### src/hw/rtl/stl_pkg.sv
// Shared types, constants and helpers for the sorted timer list.
`default_nettype none
package stl_pkg;
	localparam int TIMER_SLOTS = 16;
	localparam int SLOT_W = $clog2(TIMER_SLOTS);
	localparam int CNT_W = $clog2(TIMER_SLOTS + 1);
	localparam logic [30:0] MAX_INTERVAL_RESET = 31'd3600000;

	localparam logic [1:0] MODE_ADD     = 2'd0;
	localparam logic [1:0] MODE_RESCHED = 2'd1;
	localparam logic [1:0] MODE_DELETE  = 2'd2;
	localparam logic [1:0] MODE_RETIRE  = 2'd3;

	localparam logic [1:0] ST_OK       = 2'd0;
	localparam logic [1:0] ST_RANGE    = 2'd1;
	localparam logic [1:0] ST_FULL     = 2'd2;
	localparam logic [1:0] ST_INACTIVE = 2'd3;

	typedef struct packed {
		logic [1:0]  mode;
		logic [31:0] now;
		logic [31:0] interval;
		logic [3:0]  handle;
		logic        keep;
	} stl_in_t;

	typedef struct packed {
		logic [1:0]  status;
		logic [3:0]  new_handle;
		logic        head_valid;
		logic [3:0]  head_handle;
		logic [30:0] head_wait;
	} stl_out_t;

	typedef struct packed {
		logic load_in;
		logic check;
		logic scan;
		logic load_out;
	} stl_cmd_t;

	typedef struct packed {
		logic go_scan;
		logic scan_hit;
	} stl_stat_t;

	// time left until deadline; a deadline passed by up to half the range counts as expired
	function automatic logic [30:0] remaining(input logic [31:0] dl, input logic [31:0] now);
		logic [31:0] diff;
		diff = dl - now;
		return diff[31] ? 31'd0 : diff[30:0];
	endfunction
endpackage
`default_nettype wire

### src/hw/rtl/sorted_timer_list.sv
// Sorted timer list top level: sequencer plus datapath.
// Usage:
//   in channel (in_valid/in_ready/in_data) takes one command item: add,
//   reschedule, delete or retire the expired head, with the current time.
//   out channel (out_valid/out_ready/out_data) returns one result item per
//   command: status, new handle and the list head after the command.
//   cfg channel writes max_interval; cfg_ready is always high.
// Sequence: an item passes through check and done; commands that (re)arm a timer
//   also walk the ordered list, one list entry per scan step, during the
//   ordered insert. The insert walk over the ordered list sets the rate;
//   one item is in work at a time.
// The result sits in an output register; the next item is accepted while
//   it waits. If the receiver stalls, a finished item holds in the done
//   step until the output register frees up.
// Reset clears the active bits, list length and slot counters and loads
//   max_interval with 3600000; the tables need no clearing.
`default_nettype none
module sorted_timer_list import stl_pkg::*; (
	input  wire logic        clk,
	input  wire logic        arst_n,
	input  wire logic        in_valid,
	output logic             in_ready,
	input  wire stl_in_t     in_data,
	output logic             out_valid,
	input  wire logic        out_ready,
	output stl_out_t         out_data,
	input  wire logic        cfg_valid,
	output logic             cfg_ready,
	input  wire logic [30:0] cfg_data
);
	stl_cmd_t  cmd;
	stl_stat_t stat;

	assign cfg_ready = 1'b1;

	stl_ctrl u_ctrl (
		.clk(clk), .arst_n(arst_n),
		.in_valid(in_valid), .in_ready(in_ready),
		.out_valid(out_valid), .out_ready(out_ready),
		.stat(stat), .cmd(cmd)
	);

	stl_dp u_dp (
		.clk(clk), .arst_n(arst_n),
		.cmd(cmd), .stat(stat),
		.in_data(in_data),
		.cfg_valid(cfg_valid), .cfg_data(cfg_data),
		.out_data(out_data)
	);
endmodule
`default_nettype wire

### src/hw/rtl/stl_ctrl.sv
// Sequencer for the sorted timer list: accept, check, ordered scan, deliver.
`default_nettype none
module stl_ctrl import stl_pkg::*; (
	input  wire logic      clk,
	input  wire logic      arst_n,
	input  wire logic      in_valid,
	output logic           in_ready,
	output logic           out_valid,
	input  wire logic      out_ready,
	input  wire stl_stat_t stat,
	output stl_cmd_t       cmd
);
	localparam logic [1:0] S_IDLE  = 2'd0;
	localparam logic [1:0] S_CHECK = 2'd1;
	localparam logic [1:0] S_SCAN  = 2'd2;
	localparam logic [1:0] S_DONE  = 2'd3;

	logic [1:0] state_q, state_d;
	logic       out_valid_q;

	assign in_ready = (state_q == S_IDLE);
	assign out_valid = out_valid_q;

	always_comb begin
		state_d = state_q;
		cmd = '0;
		case (state_q)
			S_IDLE: begin
				if (in_valid) begin
					cmd.load_in = 1'b1;
					state_d = S_CHECK;
				end
			end
			S_CHECK: begin
				cmd.check = 1'b1;
				state_d = stat.go_scan ? S_SCAN : S_DONE;
			end
			S_SCAN: begin
				cmd.scan = 1'b1;
				if (stat.scan_hit) state_d = S_DONE;
			end
			S_DONE: begin
				if (!out_valid_q || out_ready) begin
					cmd.load_out = 1'b1;
					state_d = S_IDLE;
				end
			end
			default: state_d = S_IDLE;
		endcase
	end

	always_ff @(posedge clk or negedge arst_n) begin
		if (!arst_n) begin
			state_q <= S_IDLE;
			out_valid_q <= 1'b0;
		end else begin
			state_q <= state_d;
			if (cmd.load_out) out_valid_q <= 1'b1;
			else if (out_ready) out_valid_q <= 1'b0;
		end
	end

	a_accept_check: assert property (@(posedge clk) disable iff (!arst_n)
		(in_valid && in_ready) |=> state_q == S_CHECK)
		else $error("accepted item did not enter check");
	a_load_done: assert property (@(posedge clk) disable iff (!arst_n)
		cmd.load_out |-> (state_q == S_DONE && (!out_valid_q || out_ready)))
		else $error("result loaded over an untaken one");
	a_rise_done: assert property (@(posedge clk) disable iff (!arst_n)
		$rose(out_valid_q) |-> $past(state_q) == S_DONE)
		else $error("result appeared outside done");
endmodule
`default_nettype wire

### src/hw/rtl/stl_dp.sv
// Datapath: timer tables, ordered slot list, free stack and result register.
`default_nettype none
module stl_dp import stl_pkg::*; (
	input  wire logic        clk,
	input  wire logic        arst_n,
	input  wire stl_cmd_t    cmd,
	output stl_stat_t        stat,
	input  wire stl_in_t     in_data,
	input  wire logic        cfg_valid,
	input  wire logic [30:0] cfg_data,
	output stl_out_t         out_data
);
	stl_in_t            in_q;
	stl_out_t           out_q;
	logic [30:0]        max_q;
	logic [31:0]        deadline_q [TIMER_SLOTS];
	logic [30:0]        period_q [TIMER_SLOTS];
	logic [SLOT_W-1:0]  order_q [TIMER_SLOTS];
	logic [SLOT_W-1:0]  stack_q [TIMER_SLOTS];
	logic [TIMER_SLOTS-1:0] active_q;
	logic [CNT_W-1:0]   len_q, fc_q, fresh_q, j_q;
	logic [SLOT_W-1:0]  slot_q;
	logic [30:0]        mine_q;
	logic [1:0]         stat_q;
	logic [3:0]         newh_q;

	logic [SLOT_W-1:0]  head_slot, h_idx, chk_slot, scan_slot;
	logic [30:0]        head_rem, scan_rem;
	logic               h_ok, do_add, do_pop, do_fresh, do_rearm, do_free;
	logic [1:0]         chk_status;
	logic               rm_found, scan_end;
	logic [CNT_W-1:0]   rm_pos;

	assign head_slot = order_q[0];
	assign head_rem = remaining(deadline_q[head_slot], in_q.now);
	assign h_idx = SLOT_W'(in_q.handle);
	assign h_ok = (32'(in_q.handle) < TIMER_SLOTS) && active_q[h_idx];

	always_comb begin
		chk_status = ST_OK;
		chk_slot = '0;
		do_add = 1'b0; do_pop = 1'b0; do_fresh = 1'b0;
		do_rearm = 1'b0; do_free = 1'b0;
		case (in_q.mode)
			MODE_ADD: begin
				if (in_q.interval == 32'd0 || in_q.interval > {1'b0, max_q}) begin
					chk_status = ST_RANGE;
				end else if (fc_q != '0) begin
					chk_slot = stack_q[SLOT_W'(fc_q - 1'b1)];
					do_add = 1'b1; do_pop = 1'b1;
				end else if (32'(fresh_q) < TIMER_SLOTS) begin
					chk_slot = SLOT_W'(fresh_q);
					do_add = 1'b1; do_fresh = 1'b1;
				end else begin
					chk_status = ST_FULL;
				end
			end
			MODE_RESCHED, MODE_DELETE: begin
				chk_slot = h_idx;
				if (!h_ok) chk_status = ST_INACTIVE;
				else if (in_q.mode == MODE_RESCHED) do_rearm = 1'b1;
				else do_free = 1'b1;
			end
			default: begin
				chk_slot = head_slot;
				if (len_q == '0 || head_rem != '0) chk_status = ST_INACTIVE;
				else if (in_q.keep) do_rearm = 1'b1;
				else do_free = 1'b1;
			end
		endcase
	end

	// position of the slot in the ordered list, first match
	always_comb begin
		rm_found = 1'b0;
		rm_pos = '0;
		for (int i = TIMER_SLOTS - 1; i >= 0; i--) begin
			if (order_q[i] == chk_slot && CNT_W'(i) < len_q) begin
				rm_found = 1'b1;
				rm_pos = CNT_W'(i);
			end
		end
	end

	assign scan_end = (j_q >= len_q);
	assign scan_slot = order_q[j_q[SLOT_W-1:0]];
	assign scan_rem = remaining(deadline_q[scan_slot], in_q.now);
	assign stat.go_scan = do_add | do_rearm;
	assign stat.scan_hit = scan_end || (scan_rem > mine_q);
	assign out_data = out_q;

	always_ff @(posedge clk or negedge arst_n) begin
		if (!arst_n) begin
			max_q <= MAX_INTERVAL_RESET;
			active_q <= '0;
			len_q <= '0;
			fc_q <= '0;
			fresh_q <= '0;
		end else begin
			if (cfg_valid) max_q <= cfg_data;
			if (cmd.check) begin
				if (do_pop) fc_q <= fc_q - 1'b1;
				if (do_fresh) fresh_q <= fresh_q + 1'b1;
				if (do_add) active_q[chk_slot] <= 1'b1;
				if (do_free) begin
					active_q[chk_slot] <= 1'b0;
					if (32'(fc_q) < TIMER_SLOTS) fc_q <= fc_q + 1'b1;
				end
				if ((do_rearm || do_free) && rm_found) len_q <= len_q - 1'b1;
			end
			if (cmd.scan && stat.scan_hit && 32'(len_q) < TIMER_SLOTS)
				len_q <= len_q + 1'b1;
		end
	end

	always_ff @(posedge clk) begin
		if (cmd.load_in) in_q <= in_data;
		if (cmd.check) begin
			slot_q <= chk_slot;
			stat_q <= chk_status;
			newh_q <= do_add ? 4'(chk_slot) : 4'd0;
			j_q <= '0;
			if (do_add) begin
				period_q[chk_slot] <= in_q.interval[30:0];
				deadline_q[chk_slot] <= in_q.now + in_q.interval;
				mine_q <= in_q.interval[30:0];
			end
			if (do_rearm) begin
				deadline_q[chk_slot] <= in_q.now + {1'b0, period_q[chk_slot]};
				mine_q <= period_q[chk_slot];
			end
			if (do_free && 32'(fc_q) < TIMER_SLOTS)
				stack_q[fc_q[SLOT_W-1:0]] <= chk_slot;
			if ((do_rearm || do_free) && rm_found) begin
				for (int i = 0; i < TIMER_SLOTS - 1; i++)
					if (CNT_W'(i) >= rm_pos) order_q[i] <= order_q[i + 1];
			end
		end
		if (cmd.scan) begin
			if (stat.scan_hit) begin
				if (32'(len_q) < TIMER_SLOTS) begin
					for (int i = 0; i < TIMER_SLOTS; i++) begin
						if (CNT_W'(i) == j_q) order_q[i] <= slot_q;
						else if (i > 0 && CNT_W'(i) > j_q) order_q[i] <= order_q[i - 1];
					end
				end
			end else begin
				j_q <= j_q + 1'b1;
			end
		end
		if (cmd.load_out) begin
			out_q.status <= stat_q;
			out_q.new_handle <= newh_q;
			out_q.head_valid <= (len_q != '0);
			out_q.head_handle <= (len_q != '0) ? 4'(head_slot) : 4'd0;
			out_q.head_wait <= (len_q != '0) ? head_rem : 31'd0;
		end
	end
endmodule
`default_nettype wire

### config.mk
export PLATFORM = sky130hd
export DESIGN_NAME = sorted_timer_list
export DESIGN_NICKNAME = d
export VERILOG_FILES = /design/src/hw/rtl/stl_pkg.sv /design/src/hw/rtl/sorted_timer_list.sv /design/src/hw/rtl/stl_ctrl.sv /design/src/hw/rtl/stl_dp.sv
export SDC_FILE = /design/constraint.sdc
export NUM_CORES = 2
export LEC_CHECK = 0
export BUFFER_PORTS_ARGS = -buffer_cell sky130_fd_sc_hd__clkbuf_2
export CORE_ASPECT_RATIO = 0.75
export CORE_MARGIN = 2
export CORE_UTILIZATION = 61
export DETAILED_ROUTE_END_ITERATION = 10
export PLACE_DENSITY = 0.78
export SLEW_MARGIN = 20
export SYNTH_ARGS = -nofsm -noshare
export SYNTH_HDL_FRONTEND = slang
export SYNTH_HIERARCHICAL = 1
export SYNTH_SLANG_ARGS = --single-unit
### constraint.sdc
create_clock -name clk -period 13.9 [get_ports clk]
set_input_delay 2.78 -clock clk [delete_from_list [all_inputs] [get_ports clk]]
set_output_delay 2.78 -clock clk [all_outputs]
set_load 0.02 [all_outputs]
Word level (Yosys, flattened, before mapping):

Memories as Yosys holds them, arrays and structs flattened. A register that Yosys moved wholly into a read port is not among the register bits.
Index checks and enable logic that the tools add are counted.

* bits in registers: 224
* bits in latches: 0
* memory bits (writable): 1136
* memory bits (read-only): 0
* input port bits: 107
* output and inout bits: 45
* logic and storage cells: 574
* memories: 4

* $add $sub $neg: 10
* multipliers: 0
* div/mod/pow operators: 0
* $lt $le $gt $ge: 55
* equality and inequality tests: 39
* shift-type cells: 0
* muxes and demuxes: 365
* bitwise gates (word level): 35
* reduce and logical (&&, ||, !) cells: 44

Memories
* u_dp.deadline_q: depth 16, bits a word 32, read ports 2, clocked after Yosys merged registers in 0, write ports 1, RTL line stl_dp.sv:16 `logic [31:0] deadline_q [TIMER_SLOTS];`
* u_dp.period_q: depth 16, bits a word 31, read ports 1, clocked after Yosys merged registers in 0, write ports 1, RTL line stl_dp.sv:17 `logic [30:0] period_q [TIMER_SLOTS];`
* u_dp.order_q: depth 16, bits a word 4, read ports 17, clocked after Yosys merged registers in 1, write ports 16, RTL line stl_dp.sv:18 `logic [SLOT_W-1:0] order_q [TIMER_SLOTS];`
* u_dp.stack_q: depth 16, bits a word 4, read ports 1, clocked after Yosys merged registers in 0, write ports 1, RTL line stl_dp.sv:19 `logic [SLOT_W-1:0] stack_q [TIMER_SLOTS];`

Operators by type and width (count)
* 1-bit 2-to-1 mux: 284
* 4-bit 2-to-1 mux: 49
* 31-bit 2-to-1 mux: 4
* 4-bit equality test: 16
* 32-bit subtractor: 2
* 16-bit 2-to-1 mux: 3
* 5-bit 2-to-1 mux: 9
* 4-bit by 5-bit equality test with 1-bit output, first input constant: 8
* 4-bit by 5-bit greater-than comparator with 1-bit output, first input constant: 8
* 4-bit by 5-bit less-than comparator with 1-bit output, first input constant: 8
* 32-bit by 31-bit adder with 32-bit output: 1
* 32-bit adder: 1
* 32-bit by 31-bit greater-than comparator with 1-bit output: 1
* 32-bit logical NOT: 1
* 32-bit 2-to-1 mux: 1
* 1-bit OR: 32
* 31-bit greater-than comparator: 1
* 31-bit nonzero test: 1
* 4-bit >= comparator, first input constant: 7
* 1-bit logical AND: 21
* 5-bit by 1-bit adder with 5-bit output, second input constant: 4
* 3-bit by 5-bit equality test with 1-bit output, first input constant: 4
* 3-bit by 5-bit greater-than comparator with 1-bit output, first input constant: 4
* 3-bit by 5-bit less-than comparator with 1-bit output, first input constant: 4
* other kinds (37): 74

Logic depth before layout (Yosys ltp):

* depth after elaboration: 30
* depth in mapped cells: 41
* depth with buffers taken out: 35

Hierarchy:

The synthesis kept the hierarchy.

By module, submodules not included
* stl_dp: instances 1, cells each 4690, area each 66157.2 um2, sequential area each 40402.5 um2
* stl_ctrl: instances 1, cells each 21, area each 244.0 um2, sequential area each 75.1 um2
* sorted_timer_list: instances 1, cells each 2, area each 11.3 um2, sequential area each 0.0 um2

Worst setup path after synthesis:

OpenSTA, ideal clock, no wires.

* path type: register to register
* from: memory u_dp/order_q[0][0] (netlist name)
* to: memory u_dp.deadline_q[0][30] (data pin)
* library setup time: 0.289 ns
* arrival: 10.302 ns
* required time: 13.611 ns
* slack: 3.309 ns
* cell stages (with the launch flop): 38
* buffers on the path: 6
* period minus slack after synthesis: 10.591 ns
* path through: edfxtp_1 > clkbuf_1 > clkbuf_1 > clkbuf_1 > buf_1 > mux4_2 > mux4_2 > ha_1 > nor2b_1 > o2111ai_1 > a311oi_1 > o211ai_1 > a21oi_1 > o21ai_1 > mux2i_1 > a2111oi_0 > o211ai_1 > o211a_2 > [2 not listed] > buf_2 > mux2_2 > ha_1 > fa_1 > a21o_1 > a21oi_1 > o21bai_1 > a21oi_1 > o21bai_1 > a41oi_1 > o21ai_0 > o41ai_1 > o21ai_0 > o41ai_1 > o31ai_1 > nor2_1 > o21ai_0 > xor2_1

RTL lines (RTL line)
* from (decl): stl_dp.sv:18
* to (decl): stl_dp.sv:16

==> flow_metrics.tcl <==
set metrics [dict create \
    run_status "complete, no violations" \
    ys_top_cells_by_count "edfxtp_1 (1290), nand2_1 (560), mux4_2 (329)" \
    critical_path.startpoint "u_dp/order_q[0][1]" \
    power.net_switching_w 0.008582 \
    core.rowCount 104 \
    detailedRoute.firstIterationViolations 7097 \
    postSynthNetCount 5002 \
    drc 0 \
    die_height_um 289.8 \
    finalWirelength_mm 192.6 \
    ios 152 \
    crit_end_category "flop" \
    largest_stage_delay_on_the_critical_path_ns 1.05 \
    cp_max_fo 33 \
    critPathRequiredTime_ns 14.33 \
    postSynthAreaPerCell_um2 14.09 \
    routabilityCongestion 0.9837 \
    timing.rr.end "u_dp/deadline_q[8][30]" \
    synth-warning-count 6 \
    area_share_of_the_largest_cell_type_after_synthesis_pct 58.33 \
    power.sequential.fraction_pct 28.9 \
    area_growth_pct 10.98 \
    p_leak_nw 26.01 \
    finalCoreUtilization_pct 68.49 \
    hold_buffers 0 \
    seq_area_frac_synth_pct 60.95 \
    clk_path_buf_depth 3 \
    criticalPathCategory "flop to flop" \
    largest_area_contributor_in_the_netlist "edfxtp_1" \
    crit_arrival_ns 13.38 \
    grt_max_degree 104 \
    synth.cell_area_mm2 0.06641 \
    critPathSlowestCell "a311oi_1" \
    nNetsFinal 5173 \
    fmax_ghz 0.07722 \
    tritoncts_clock_tree "yes" \
    dr.pass1.iters 7 \
    internal_power_summed_over_all_cells_w 0.01158 \
    final_min_period_over_clock_period_pct 93.17 \
    cts_htree_levels 4 \
    setup_tns_ns 0 \
    rr_worst_depth 32 \
    power.density_mw_per_mm2 273.5 \
    detailed_place_hpwl_mm 119.0 \
    power_frac_comb_pct 53.2 \
    ff2ff_setup_slack_ns 0.95 \
    slew-limit-headroom_pct 19.68 \
    root_buffer "clkbuf_16" \
    initial_core_util_pct 61.71 \
    grt_pass1_wl_mm 281.9 \
    worstHoldPathType "flop to flop" \
    synth_seq_cells 1360 \
    hold_path_startpoint "u_dp/newh_q[3]" \
    ctsResizeCount 0 \
    gr-total-overflow 0 \
    setup_viol 0 \
    io_buffer_count 150 \
    post_route_minimum_period_ns 12.95 \
    design.core.area_mm2 0.1076 \
    tightest_slew_ns 1.189 \
    final_layout_size_suffix_gt1_share_pct 21.02 \
    yosysUniqueCellTypes 115 \
    vdd.ir_drop.worst_mv 0.2915 \
    synth_flop_cell "edfxtp_1" \
    finalHoldViolations 0 \
    crit_path_end "u_dp/deadline_q[8][30]" \
    route.vias.total 44920 \
    clk_pin_slew_ns 0.06 \
    synth.top_cells.by_area "edfxtp_1 (58%), mux4_2 (11%), ha_1 (3.4%)" \
    cts_inserted_buffers 130 \
    post-cts-setup-buffer-count 0 \
    chipWidth_um 385.0 \
    timing.clock.skew_ns 0.03789 \
    ys_async_sr_fraction_pct 4.779 \
    r2r_start "u_dp/order_q[0][1]" \
    numClockSinks 1360 \
    synthCells 4713 \
    floorplan.die_area_mm2 0.1116 \
    antenna_found_initial 4 \
    wire_per_inst_um 30.01 \
    grt_util_all_layers_pct 34.70 \
    rsz_0062_raised_after_global_routing "false" \
    postRouteAntennaNets 0 \
    start_kind "flop" \
    vias_in_the_first_global_route 43580 \
    synth_enable_flop_cells 1290 \
    num_antenna_cells 0 \
    clock_power_share_pct 17.9 \
    clkLatencyLatePin_ns 0.78 \
    viasPerCell 7.000 \
    p_sw_share_pct 42.57 \
    post-synth-top-count-cell "edfxtp_1" \
    drv_slew 0 \
    maxCapViolCount 0 \
]
## kinds of logic after synthesis
family / synth area share [%]
AO/OA/AOI/OAI: 8.593
flip-flops: 60.95
other: 0.005647
buffers and inverters: 2.468
adder cells (fa/ha/maj): 3.463
XOR/XNOR: 1.518
AND/OR/NAND/NOR: 8.606
multiplexers: 14.40
## routing by layer
metal / vias to the layer above / wire, µm / global-route usage, %
met1: 22160 / 71520 / 49.15
li1: 18720 / - / -
met4: 4 / 8814 / 15.63
met2: 3463 / 85860 / 51.44
met5: - / 27 / 0
met3: 567 / 26340 / 8.745
## power groups by stage
stage	Clock, W	Sequential [W]	Combinational, W
final	0.00361	0.00582	0.0107
after global routing	0.00379	0.00583	0.0114
after CTS	0.00364	0.00580	0.0104
after detailed placement	0	0.00588	0.0103
after global placement	0	0.00588	0.0101
after floorplan	0	0.00578	0.00732
## through the flow
step | cell area, µm² | power [W] | std cells | setup WS [ns] | hold slack [ns]
finish | 73700 | 0.02016 | 6417 | 0.9495 | 0.4311
global route | 73700 | 0.02106 | 6417 | 0.4704 | 0.4377
global placement | 69290 | 0.01601 | 6183 | 1.876 | 0.4087
CTS | 73570 | 0.01986 | 6417 | 1.471 | 0.4327
detailed placement | 69310 | 0.01621 | 6183 | 1.530 | 0.4093
floorplan | 66410 | 0.01310 | 4713 | 3.309 | 0.4003
## critical path, delay by kind of cell, from the launching register on
family          cells  cell delay [ns]
buf+inv             3             1.12
xor+xnor            1             0.79
simple gates        2             0.52
mux                 4             1.37
compound gates     20             7.33
flops               1             0.73
fa+ha+maj           2             0.70
## cell usage in the layout, fill, tap and decap left out, drive strengths merged, types with 13 or more instances in the layout
master	instances
edfxtp	1290
nand2	561
mux4	329
clkbuf	308
a21oi	243
nor2	219
o21ai	190
ha	179
inv	178
nand3	174
buf	133
mux2	125
mux2i	74
xnor2	71
a211oi	58
nor3	55
dfrtp	54
clkinv	52
a21o	44
and3	42
xor2	42
nand4	39
a22oi	38
o211ai	31
a31oi	28
nand2b	28
o21a	27
nor2b	24
and2	24
o22ai	23
nor4	19
o31ai	17
or3	17
bufinv	15
a221oi	14
a211o	13
a222oi	13
o22a	13
## worst min path at each step
stage                        endpoint  cells after the start  slack [ns]
detailed placement  u_dp/out_data[39]                      0        0.41
global placement    u_dp/out_data[39]                      0        0.41
floorplan           u_dp/out_data[36]                      0        0.40
global route        u_dp/out_data[39]                      0        0.44
finish              u_dp/out_data[39]                      0        0.43
CTS                 u_dp/out_data[39]                      0        0.43
## flip-flops by register name, indices dropped and copies added (netlist names), 5 cells and up
signal	count
u_dp/active_q	16
u_dp/deadline_q	512
u_dp/fc_q	5
u_dp/fresh_q	5
u_dp/in_q	67
u_dp/j_q	5
u_dp/len_q	5
u_dp/max_q	31
u_dp/mine_q	31
u_dp/order_q	64
u_dp/out_data	42
u_dp/period_q	496
u_dp/stack_q	64
## area by class of cell
cell class | instances | area, µm²
inverter | 176 | 664.4
clock buffer | 159 | 3415
sequential | 1360 | 40480
tap | 1431 | 1790
multi-input combinational | 2934 | 24720
clock inverter | 75 | 854.6
timing repair buffer | 282 | 1782
fill | 7075 | 33910
No activity file was read; power rests on OpenSTA's default activity.
